File: src/rtl/gqm_pkg.sv
// Shared constants of the greedy quad mesher: plane size and derived widths.
`default_nettype none

package gqm_pkg;

	// Rows in the plane, and bits in each row.
	localparam int PLANE_SIZE = 16;
	// Bits that address one row or one column.
	localparam int IDX_W = $clog2(PLANE_SIZE);
	// Bits that hold a count or a cursor from zero up to PLANE_SIZE itself.
	localparam int CNT_W = $clog2(PLANE_SIZE + 1);

endpackage

`default_nettype wire

File: src/rtl/gqm_ram.sv
// Generic single-port-write, single-port-read RAM with a registered read.
`default_nettype none

module gqm_ram #(
	parameter int WIDTH = 16,
	parameter int DEPTH = 16
) (
	input  wire logic                     clk,
	input  wire logic                     we,
	input  wire logic [$clog2(DEPTH)-1:0] waddr,
	input  wire logic [WIDTH-1:0]         wdata,
	input  wire logic                     re,
	input  wire logic [$clog2(DEPTH)-1:0] raddr,
	output logic      [WIDTH-1:0]         rdata
);

	logic [WIDTH-1:0] mem_q [DEPTH];

	always_ff @(posedge clk) begin
		if (we) begin
			mem_q[waddr] <= wdata;
		end
		if (re) begin
			rdata <= mem_q[raddr];
		end
	end

endmodule

`default_nettype wire

File: src/rtl/greedy_quad_mesher_bitplane.sv
// Top level of the greedy quad mesher over one bit plane held in a RAM.
// A load word gives no result and leaves the engine idle. A take word's result is registered
// once the engine has gone from IDLE through SCAN over the rows scanned and GROW over the
// rows checked below the quad to EMIT, or from IDLE straight to EMIT when the plane is
// already exhausted; the walk over the rows through the single RAM read port sets it. A new
// word is taken only while the engine is idle; one result waits in the output register.
// Reset clears the cursor and the per-row valid bits at once, so the plane reads as all zeros.
`default_nettype none

module greedy_quad_mesher_bitplane (
	input  wire logic        clk,
	input  wire logic        arst_n,
	input  wire logic        in_valid,
	output logic             in_stall,
	input  wire logic        func,
	input  wire logic [3:0]  row_index,
	input  wire logic [15:0] row_bits,
	output logic             out_valid,
	input  wire logic        out_stall,
	output logic             found,
	output logic [3:0]       quad_x,
	output logic [3:0]       quad_y,
	output logic [4:0]       quad_width,
	output logic [4:0]       quad_height
);

	import gqm_pkg::*;

	// IDLE waits for a word. SCAN looks at the row that the RAM has just returned for a set
	// bit at or right of the cursor. GROW checks whether the next row covers the span of
	// the quad. EMIT hands the finished result to the output register.
	typedef enum logic [1:0] {
		ST_IDLE,
		ST_SCAN,
		ST_GROW,
		ST_EMIT
	} state_t;

	state_t state_q;

	// Scan cursor; both may reach PLANE_SIZE, which marks the end of a row or of the plane.
	logic [CNT_W-1:0] scan_row_q;
	logic [CNT_W-1:0] scan_col_q;
	// Row being checked while the quad grows downward.
	logic [CNT_W-1:0] grow_row_q;

	// Quad under construction.
	logic                  found_q;
	logic [IDX_W-1:0]      x_q;
	logic [IDX_W-1:0]      y_q;
	logic [CNT_W-1:0]      w_q;
	logic [CNT_W-1:0]      h_q;
	logic [PLANE_SIZE-1:0] span_q;

	// A row that was never written reads as zero: one valid bit per row, cleared by reset.
	logic [PLANE_SIZE-1:0] row_valid_q;
	logic                  rd_valid_s1;

	// Output register.
	logic             out_valid_q;
	logic             found_out_q;
	logic [3:0]       quad_x_q;
	logic [3:0]       quad_y_q;
	logic [4:0]       quad_width_q;
	logic [4:0]       quad_height_q;

	// RAM port signals.
	logic                  ram_we;
	logic [IDX_W-1:0]      ram_waddr;
	logic [PLANE_SIZE-1:0] ram_wdata;
	logic                  ram_re;
	logic [IDX_W-1:0]      ram_raddr;
	logic [PLANE_SIZE-1:0] ram_rdata;

	gqm_ram #(
		.WIDTH(PLANE_SIZE),
		.DEPTH(PLANE_SIZE)
	) u_plane (
		.clk   (clk),
		.we    (ram_we),
		.waddr (ram_waddr),
		.wdata (ram_wdata),
		.re    (ram_re),
		.raddr (ram_raddr),
		.rdata (ram_rdata)
	);

	logic                  accept;
	logic                  load_in_range;
	logic [PLANE_SIZE-1:0] rd_row;
	logic [PLANE_SIZE-1:0] col_mask;
	logic [PLANE_SIZE-1:0] masked;
	logic [PLANE_SIZE-1:0] lsb;
	logic [PLANE_SIZE:0]   run_sum;
	logic [PLANE_SIZE:0]   run_end;
	logic [PLANE_SIZE-1:0] span;
	logic [IDX_W-1:0]      hit_x;
	logic [CNT_W-1:0]      hit_end;
	logic [CNT_W-1:0]      scan_row_next;
	logic [CNT_W-1:0]      grow_row_next;
	logic                  scan_last;
	logic                  grow_last;
	logic                  grow_fits;
	logic                  out_free;

	assign in_stall = (state_q != ST_IDLE);
	assign accept   = in_valid && !in_stall;
	assign out_free = !out_valid_q || !out_stall;

	assign load_in_range = (int'(row_index) < PLANE_SIZE);

	assign rd_row = rd_valid_s1 ? ram_rdata : '0;

	// Bits at or right of the cursor column; a cursor at PLANE_SIZE leaves none.
	assign col_mask = PLANE_SIZE'({(PLANE_SIZE + 1){1'b1}} << scan_col_q);
	assign masked   = rd_row & col_mask;
	// Lowest candidate bit, isolated.
	assign lsb      = masked & (~masked + PLANE_SIZE'(1));
	// Adding the isolated bit ripples through the run of ones and lands just past its end.
	assign run_sum  = {1'b0, rd_row} + {1'b0, lsb};
	assign run_end  = run_sum & ~{1'b0, rd_row};
	assign span     = rd_row & ~run_sum[PLANE_SIZE-1:0];

	// Both vectors are one-hot (or zero), so the encoders simply OR the matching indices.
	always_comb begin
		hit_x = '0;
		for (int i = 0; i < PLANE_SIZE; i++) begin
			if (lsb[i]) begin
				hit_x = hit_x | IDX_W'(i);
			end
		end
	end

	always_comb begin
		hit_end = '0;
		for (int i = 0; i <= PLANE_SIZE; i++) begin
			if (run_end[i]) begin
				hit_end = hit_end | CNT_W'(i);
			end
		end
	end

	assign scan_row_next = scan_row_q + CNT_W'(1);
	assign grow_row_next = grow_row_q + CNT_W'(1);
	assign scan_last     = (scan_row_next == CNT_W'(PLANE_SIZE));
	assign grow_last     = (grow_row_next == CNT_W'(PLANE_SIZE));
	assign grow_fits     = ((rd_row & span_q) == span_q);

	// RAM access: a read issued in one cycle delivers its row to the next state. Each
	// write-back goes to the row just examined while the read moves on to the row below,
	// so a read never meets a write to the same entry in flight.
	always_comb begin
		ram_we    = 1'b0;
		ram_waddr = '0;
		ram_wdata = '0;
		ram_re    = 1'b0;
		ram_raddr = '0;
		case (state_q)
			ST_IDLE: begin
				if (accept && !func && load_in_range) begin
					ram_we    = 1'b1;
					ram_waddr = IDX_W'(row_index);
					ram_wdata = PLANE_SIZE'(row_bits);
				end
				if (accept && func && (scan_row_q != CNT_W'(PLANE_SIZE))) begin
					ram_re    = 1'b1;
					ram_raddr = scan_row_q[IDX_W-1:0];
				end
			end
			ST_SCAN: begin
				if (masked != '0) begin
					ram_we    = 1'b1;
					ram_waddr = scan_row_q[IDX_W-1:0];
					ram_wdata = rd_row & ~span;
				end
				if (!scan_last) begin
					ram_re    = 1'b1;
					ram_raddr = scan_row_next[IDX_W-1:0];
				end
			end
			ST_GROW: begin
				if (grow_fits) begin
					ram_we    = 1'b1;
					ram_waddr = grow_row_q[IDX_W-1:0];
					ram_wdata = rd_row & ~span_q;
					if (!grow_last) begin
						ram_re    = 1'b1;
						ram_raddr = grow_row_next[IDX_W-1:0];
					end
				end
			end
			default: begin
			end
		endcase
	end

	always_ff @(posedge clk or negedge arst_n) begin
		if (!arst_n) begin
			state_q       <= ST_IDLE;
			scan_row_q    <= '0;
			scan_col_q    <= '0;
			grow_row_q    <= '0;
			found_q       <= 1'b0;
			x_q           <= '0;
			y_q           <= '0;
			w_q           <= '0;
			h_q           <= '0;
			span_q        <= '0;
			row_valid_q   <= '0;
			rd_valid_s1   <= 1'b0;
			out_valid_q   <= 1'b0;
			found_out_q   <= 1'b0;
			quad_x_q      <= '0;
			quad_y_q      <= '0;
			quad_width_q  <= '0;
			quad_height_q <= '0;
		end else begin
			if (ram_we) begin
				row_valid_q[ram_waddr] <= 1'b1;
			end
			if (ram_re) begin
				rd_valid_s1 <= row_valid_q[ram_raddr];
			end
			// In EMIT the output register is refilled instead, whenever it drains.
			if (out_valid_q && !out_stall && (state_q != ST_EMIT)) begin
				out_valid_q <= 1'b0;
			end

			case (state_q)
				ST_IDLE: begin
					if (accept) begin
						if (!func) begin
							// A load rewinds the cursor even when its row is out of range.
							scan_row_q <= '0;
							scan_col_q <= '0;
						end else if (scan_row_q == CNT_W'(PLANE_SIZE)) begin
							// Plane already exhausted: answer with an empty result.
							found_q <= 1'b0;
							x_q     <= '0;
							y_q     <= '0;
							w_q     <= '0;
							h_q     <= '0;
							state_q <= ST_EMIT;
						end else begin
							state_q <= ST_SCAN;
						end
					end
				end
				ST_SCAN: begin
					if (masked == '0) begin
						// Nothing left in this row: move to the start of the next one.
						scan_row_q <= scan_row_next;
						scan_col_q <= '0;
						if (scan_last) begin
							found_q <= 1'b0;
							x_q     <= '0;
							y_q     <= '0;
							w_q     <= '0;
							h_q     <= '0;
							state_q <= ST_EMIT;
						end
					end else begin
						found_q    <= 1'b1;
						x_q        <= hit_x;
						y_q        <= scan_row_q[IDX_W-1:0];
						w_q        <= hit_end - CNT_W'(hit_x);
						h_q        <= CNT_W'(1);
						span_q     <= span;
						scan_col_q <= hit_end;
						grow_row_q <= scan_row_next;
						state_q    <= scan_last ? ST_EMIT : ST_GROW;
					end
				end
				ST_GROW: begin
					if (grow_fits) begin
						h_q        <= h_q + CNT_W'(1);
						grow_row_q <= grow_row_next;
						if (grow_last) begin
							state_q <= ST_EMIT;
						end
					end else begin
						state_q <= ST_EMIT;
					end
				end
				ST_EMIT: begin
					// Hold the result until the output register is empty or being drained.
					if (out_free) begin
						out_valid_q   <= 1'b1;
						found_out_q   <= found_q;
						quad_x_q      <= 4'(x_q);
						quad_y_q      <= 4'(y_q);
						quad_width_q  <= 5'(w_q);
						quad_height_q <= 5'(h_q);
						state_q       <= ST_IDLE;
					end
				end
				default: begin
					state_q <= ST_IDLE;
				end
			endcase
		end
	end

	assign out_valid   = out_valid_q;
	assign found       = found_out_q;
	assign quad_x      = quad_x_q;
	assign quad_y      = quad_y_q;
	assign quad_width  = quad_width_q;
	assign quad_height = quad_height_q;

endmodule

`default_nettype wire

File: config.mk
export PLATFORM = sky130hd
export DESIGN_NAME = greedy_quad_mesher_bitplane
export DESIGN_NICKNAME = d
export VERILOG_FILES = /design/src/rtl/gqm_pkg.sv /design/src/rtl/gqm_ram.sv /design/src/rtl/greedy_quad_mesher_bitplane.sv
export SDC_FILE = /design/constraint.sdc
export NUM_CORES = 1
export LEC_CHECK = 0
export ABC_AREA = 1
export BUFFER_PORTS_ARGS = -buffer_cell sky130_fd_sc_hd__clkbuf_2
export CORE_AREA = 2 2 212 214
export CTS_CLUSTER_DIAMETER = 30
export DETAILED_ROUTE_END_ITERATION = 12
export DIE_AREA = 0 0 214 216
export GPL_TIMING_DRIVEN = 0
export PLACE_DENSITY = 0.54
export SYNTH_ARGS = -nofsm -noshare
export SYNTH_HDL_FRONTEND = slang
export SYNTH_SLANG_ARGS = --single-unit
export TNS_END_PERCENT = 50
File: constraint.sdc
create_clock -name clk -period 3.92 [get_ports clk]
set_input_delay 0.392 -clock clk [delete_from_list [all_inputs] [get_ports clk]]
set_output_delay 0.392 -clock clk [all_outputs]
set_load 0.05 [all_outputs]
==> results of run 1 <==
## per-stage QoR
stage / setup WS, ns / setup TNS [ns]
3_3_place_gp: -1.32 / -319.09
5_1_grt: -0.389 / -0.915
4_1_cts: -0.107 / -0.107
3_5_place_dp: -0.575 / -6.58
2_1_floorplan: 0.179 / 0
6_report: -0.113 / -0.196
## cell usage after synthesis (all sizes together), types with 16 or more instances
master,number,area share
o21bai,16,0.0069
nand3,431,0.13
ha,31,0.022
inv,133,0.029
clkbuf,40,0.0086
nand4,16,0.0057
nand2,428,0.095
nor2,110,0.025
o21ai,65,0.019
o21a,16,0.0069
nor3,16,0.0049
dfrtp,89,0.13
buf,48,0.017
a21oi,28,0.0080
a31oi,22,0.0079
edfxtp,272,0.47
## flip-flops by register name (all words and copies together), names as in the netlist, 16 cells and up
signal,count
row_valid_q,16
span_q,16
u_plane.mem_q,256
u_plane.rdata,16
## power by group
part           total (mW)  internal (mW)  switching, mW
sequential           5.37           5.05          0.324
clock                6.83           4.61           2.22
combinational        10.1           3.28           6.78
## layer usage
| layer | up-vias | global-route usage | share of wire |
|---|---|---|---|
| met3 | 124 | 0.0459 | 0.069 |
| met1 | 7095 | 0.330 | 0.43 |
| li1 | 6729 | - | - |
| met2 | 562 | 0.395 | 0.47 |
| met5 | - | 0 | 0 |
| met4 | 0 | 0.0928 | 0.035 |
## cell type report
type / instances / area (sq um)
repair buffers: 116 / 1010
plain buffers: 88 / 452
well taps: 592 / 741
fillers: 3893 / 20900
flip-flops and latches: 361 / 10400
inverters: 133 / 515
clock inverters: 55 / 672
clock buffers: 96 / 2120
multi-input cells: 1229 / 7000
## placed cells by master (no fill, tap or decap), drive strengths merged, types with 31 or more instances in the layout
| master | netlist | routed |
|---|---|---|
| buf | 48 | 118 |
| dfrtp | 89 | 89 |
| clkbuf | 40 | 181 |
| ha | 31 | 31 |
| nor2 | 110 | 110 |
| edfxtp | 272 | 272 |
| o21ai | 65 | 65 |
| inv | 133 | 137 |
| nand3 | 431 | 431 |
| nand2 | 428 | 428 |
## worst max-delay path: stages (launching register included)
cell      delay (ns)
dfrtp_1         0.37
buf_6           0.14
nand2_1         0.14
inv_2           0.10
nand2_2         0.12
nand2_4         0.08
nor2_4          0.17
nand4_1         0.21
inv_2           0.14
ha_1            0.24
nand2_2         0.11
nand3_1         0.16
inv_2           0.11
nand2_2         0.08
nand2_1         0.12
nand2_1         0.09
nand2_1         0.12
nand2_2         0.09
nor2_2          0.17
nand3b_1        0.14
inv_2           0.09
ha_4            0.14
fa_2            0.20
nor2_2          0.04
a211oi_2        0.25
a21oi_2         0.08
o21ai_1         0.10
o21ai_1         0.08
## worst min path at each step
| stage | start | to | slack, ns | cells past startpoint |
|---|---|---|---|---|
| after floorplan | arst_n | found$_DFFE_PN0P_ | 0.1 | 0 |
| after global placement | row_valid_q[11]$_DFFE_PN0P_ | row_valid_q[11]$_DFFE_PN0P_ | 0.45 | 2 |
| after detailed placement | arst_n | quad_height[4]$_DFFE_PN0P_ | 0.45 | 1 |
| after CTS | out_stall | out_valid$_DFF_PN0_ | 0.03 | 3 |
| after global routing | out_stall | out_valid$_DFF_PN0_ | 0.07 | 3 |
| final | out_stall | out_valid$_DFF_PN0_ | 0.05 | 3 |
## logic make-up after synthesis
family | Yosys count
and+or+nand+nor | 1017
DFF | 361
buffers and inverters | 221
AOI/OAI and AO/OA | 164
adders and majority gates | 33
xor gates and xnor gates | 11
muxes | 4
## what timing repair did
item / in CTS / in global routing
setup buffers: 17 / 23
pin swaps: 28 / 42
gates resized for setup: 103 / 92
setup endpoints to repair: 88 / 159
hold buffers: 1 / 0
endpoints found under the hold margin: 36 / 0
==> run summary, run 1 <==
Number of cells produced by synthesis: 1811
Placed cells: 2478
Synthesized netlist net count: 1869
Sequential area share after synthesis: 0.596
Initial antenna violation count: 0
Area Growth Syn to Fin: 31.4%
Setup-failing EPs final: 2
Shortest clock period the worst path allows after layout: 4.03 ns
Setup slack, reg-to-reg: -0.11 ns
Unrepaired setup endpoints after global routing: true
Final Slew Violations: 0
First-pass GRT wire length: 85100 um
Transition time of the tightest slew-check pin: 0.952 ns
Final instance count without filler cells: 2670
Adder-cell share of the synthesized area: 0.0245
Syn Std Cell Area: 17400 sq um
Mean instance size in the synthesized netlist: 9.63 sq um
Cell Pwr Density: 972 nW/um^2
R2r worst-path depth: 27
Worst hold margin: 0.0493 ns
Number of placement rows: 77
DRC violations left: 0
Sort of element at the end of the critical path: flip-flop
CTS Root Buffer Type: clkbuf_16
Number of nets in the finished design: 2068
Clock skew: 0.0464 ns
Congestion Overflow GR: 0
CTS H-Tree Depth: 3
Final weighted congestion of routability-driven global placement: 0.919
First-pass detailed-route iteration total: 6
Violations in the final reports: negative setup slack
Achievable clock frequency: 248 MHz
Worst vdd rail ir drop: 0.457 mV
Fraction of layout cells with a size suffix above 1: 0.235
Die outline height: 216 um
End of the critical path: w_q[4]$_DFFE_PN0P_
Wirelength per Cell: 21.4 um
Xor and xnor area share after synthesis: 0.00553
Max transition margin: 0.365
Multiplexer share of the synthesized area: 0.00258
Antenna viol nets, final: 0
Vias in the first global route: 14000
Synthesis-stage register bit count: 361
Maximum Capacitance Violations: 0
Worst endpoint required time: 4.38 ns
Clock network latency to the later pin of the worst-skew pair: 0.62 ns
Die area: 46200 sq um
CTS tree: yes
WL final: 57000 um
Arr. time, crit path: 4.49 ns
Number of CTS-inserted buffers: 81
Distinct cell type count after synthesis: 42
End-of-flow core utilization: 0.523
Critical path startpoint category: flip-flop
Classification of the worst-slack hold path: input pin to flip-flop
Buffer levels on the longest clock path: 3
Compound-cell area share of the yosys netlist: 0.0553
# IOs: 46
Final period utilization: 1.03
Final design instance area without fill: 22900 sq um
Async S/R FF share, synth: 0.247
Die outline width: 214 um
Main synth FF type: edfxtp_1
Hold Fails Final Rpt: 0
CP Class: flip-flop to flip-flop
Core Box Area: 43800 sq um
Count of routing violations after the opening detailed-route iteration: 1306
Post-route total power: 22.3 mW
Post-DP HPWL: 40300 um
Instance area at placement: 19000 sq um
R2R Path Start: rd_valid_s1$_DFFE_PN0P_
Outcome: complete, but fails checks
Critical path peak fanout: 8
Final setup margin: -0.113 ns
Global Route Usage Sum: 0.245
Capture instance of the worst register-to-register path: w_q[4]$_DFFE_PN0P_
Clock edge transition at the registers on the reported setup and hold paths: 0.05 ns
Count of antenna diodes in the layout: 0
Number of warnings printed during yosys synthesis: 0
Ratio of routed vias to standard cells: 5.43
Number of clock sinks: 361
Static leakage power: 9.27 nW
Synthesized-area fraction occupied by and/or/nand/nor cells: 0.262
Initial standard-cell utilization of the core: 0.398
Launch point of the worst path: rd_valid_s1$_DFFE_PN0P_
Number of synthesized flops with an enable pin: 272
Largest family of logic cells by synthesized area: simple AND/OR/NAND/NOR gates
Largest net degree at the start of global routing: 54
IO buf count: 45
Via count: 14500
Note: power is estimated with default switching activity, not from simulation.
==> run 2, diff against run 1 <==
==> constraint.sdc (replaced) <==
create_clock -name clk -period 3.92 [get_ports clk]
set_input_delay 0.196 -clock clk [delete_from_list [all_inputs] [get_ports clk]]
set_output_delay 0.196 -clock clk [all_outputs]
set_load 0.05 [all_outputs]
==> run 2 against run 1 <==
Effect of this change:
- the run still ends with negative setup slack left
- hold slack improved by 0.044 ns
- wire length about the same
- die area did not move
- first-iteration DRC count grew 12%
- critical path depth increased by 3
- sequential power hardly changed
- power hardly changed
- clock power about the same
- non-clock buffer count increased by 1
- worst setup slack gained 0.019 ns
- fmax grew 0.48%
==> run summary, run 2 (same netlist as run 1, synthesis figures left out) <==
Via count: 14500
Count of fill cells added during filler insertion: 3892
Most frequent cells in the layout: nand3_1 (410), nand2_1 (380), edfxtp_1 (272)
Die outline height: 216 um
Number of nets in the finished design: 2069
Slowest library cell on the worst path: dfrtp_2
Shortest clock period the worst path allows after layout: 4.01 ns
Antenna viol nets, final: 0
Hold Fails Final Rpt: 0
Leading cell type in the layout, fill and taps excluded: nand3_1
Wirelength per Cell: 21.3 um
First-pass GRT wire length: 85100 um
Outcome: complete, but fails checks
Launch point of the worst path: scan_col_q[3]$_DFFE_PN0P_
R2r worst-path depth: 30
Clock skew: 0.0472 ns
Congestion Overflow GR: 0
Max transition margin: 0.368
Setup-failing EPs final: 2
# IOs: 46
Post-DP HPWL: 40300 um
Placed cells: 2478
Die outline width: 214 um
Worst slack at placement: -0.575 ns
Arr. time, crit path: 4.47 ns
Number of clock sinks: 361
CTS tree: yes
Violations in the final reports: negative setup slack
CTS H-Tree Depth: 3
Clock network latency to the later pin of the worst-skew pair: 0.62 ns
Max FFs per register: 256
Setup slack, reg-to-reg: -0.09 ns
Core Box Area: 43800 sq um
Final period utilization: 1.02
Global Route Usage Sum: 0.245
First-pass detailed-route iteration total: 5
Vias in the first global route: 14000
CP Class: flip-flop to flip-flop
WL final: 57000 um
CTS Root Buffer Type: clkbuf_16
Worst endpoint required time: 4.38 ns
Cell type with the highest occurrence count on the critical path: nand2_2
Post-route total power: 22.3 mW
Ratio of routed vias to standard cells: 5.44
Count of antenna diodes in the layout: 0
Capture instance of the worst register-to-register path: w_q[4]$_DFFE_PN0P_
IO buf count: 45
Initial antenna violation count: 0
Number of CTS-inserted buffers: 81
Fraction of layout cells with a size suffix above 1: 0.235
Worst Hold Launch: row_bits[4]
Transition time of the tightest slew-check pin: 0.949 ns
Area Growth Syn to Fin: 31.4%
Number of placement rows: 77
Critical Path Max Stage Delay: 0.47 ns
Endpoint with the worst hold slack: u_plane.mem_q[4][4]$_DFFE_PP_
Biggest register: u_plane.mem_q
Buffer levels on the longest clock path: 3
Critical path peak fanout: 4
Static leakage power: 9.28 nW
Critical path startpoint category: flip-flop
R2R Path Start: scan_col_q[3]$_DFFE_PN0P_
Initial standard-cell utilization of the core: 0.398
Maximum Capacitance Violations: 0
Worst vdd rail ir drop: 0.457 mV
Cell Pwr Density: 971 nW/um^2
Count of routing violations after the opening detailed-route iteration: 1459
Final Slew Violations: 0
Cell count of the worst hold path: 3
Die area: 46200 sq um
Final sum of negative setup slack: -0.168 ns
DRC violations left: 0
Final weighted congestion of routability-driven global placement: 0.919
Achievable clock frequency: 249 MHz
Final setup margin: -0.0939 ns
Classification of the worst-slack hold path: input pin to flip-flop
Sort of element at the end of the critical path: flip-flop
Final instance count without filler cells: 2671
Unrepaired setup endpoints after global routing: true
Clock edge transition at the registers on the reported setup and hold paths: 0.05 ns
Largest net degree at the start of global routing: 54
[run 2: cell types whose count changed in the layout (fill, tap and decap cells not counted)]
cell           previous run  this run
dlygate4sd3_1             1         2
[run 2: area by class of cell]
| cell class | instances | area (sq um) | share of cell area |
|---|---|---|---|
| flip-flops and latches | 361 | 10400 | 0.454 |
| multi-input cells | 1229 | 7000 | 0.305 |
| clock buffers | 96 | 2120 | 0.0927 |
| repair buffers | 117 | 1020 | 0.0444 |
| well taps | 592 | 741 | 0.0323 |
| clock inverters | 55 | 672 | 0.0293 |
| inverters | 133 | 515 | 0.0225 |
| plain buffers | 88 | 452 | 0.0197 |
[run 2: timing repair]
action / CTS / global route
resized for setup: 103 / 92
buffers inserted: 17 / 23
pin swaps: 28 / 42
endpoints found under the hold margin: 37 / 0
endpoints found under the setup margin: 88 / 159
hold buffers: 2 / 0
[run 2: metal layers]
| layer | global-route usage | up-vias | part of all wire |
|---|---|---|---|
| met1 | 0.330 | 7120 | 0.43 |
| met3 | 0.0459 | 136 | 0.067 |
| li1 | - | 6728 | - |
| met4 | 0.0928 | 0 | 0.037 |
| met5 | 0 | - | 0 |
| met2 | 0.396 | 556 | 0.47 |
[run 2: per-stage QoR]
stage                      util  cell area (sq um)  hold WS [ns]
after floorplan               -              17400       -0.0996
after global placement    0.420              18400         0.440
after detailed placement  0.433              19000         0.256
after CTS                 0.510              22300        0.0788
after global routing      0.523              22900        0.0924
final                     0.523              22900        0.0929
[run 2: worst max-delay path: cells and delay by family, from the launching register on]
kind	cells	cell delay (ns)
adders and majority gates	2	0.55
AOI/OAI and AO/OA	4	0.51
and+or+nand+nor	19	1.88
buffers and inverters	5	0.45
DFF	1	0.47
[run 2: worst max path at each step]
stage / depth (start not counted) / slack (ns) / endpoint
4_1_cts: 29 / -0.11 / w_q[4]$_DFFE_PN0P_
3_5_place_dp: 27 / -0.58 / w_q[4]$_DFFE_PN0P_
2_1_floorplan: 27 / 0.18 / w_q[4]$_DFFE_PN0P_
5_1_grt: 30 / -0.39 / w_q[4]$_DFFE_PN0P_
3_3_place_gp: 19 / -1.32 / u_plane.mem_q[6][11]$_DFFE_PP_
6_report: 30 / -0.09 / w_q[4]$_DFFE_PN0P_
[run 2: power breakdown]
group / switching, mW / internal, mW / total, mW / leakage (nW)
Combinational: 6.78 / 3.28 / 10.1 / 4.27
Clock: 2.22 / 4.61 / 6.83 / 1.34
Sequential: 0.322 / 5.05 / 5.37 / 3.67
Total: 9.32 / 12.9 / 22.3 / 9.28
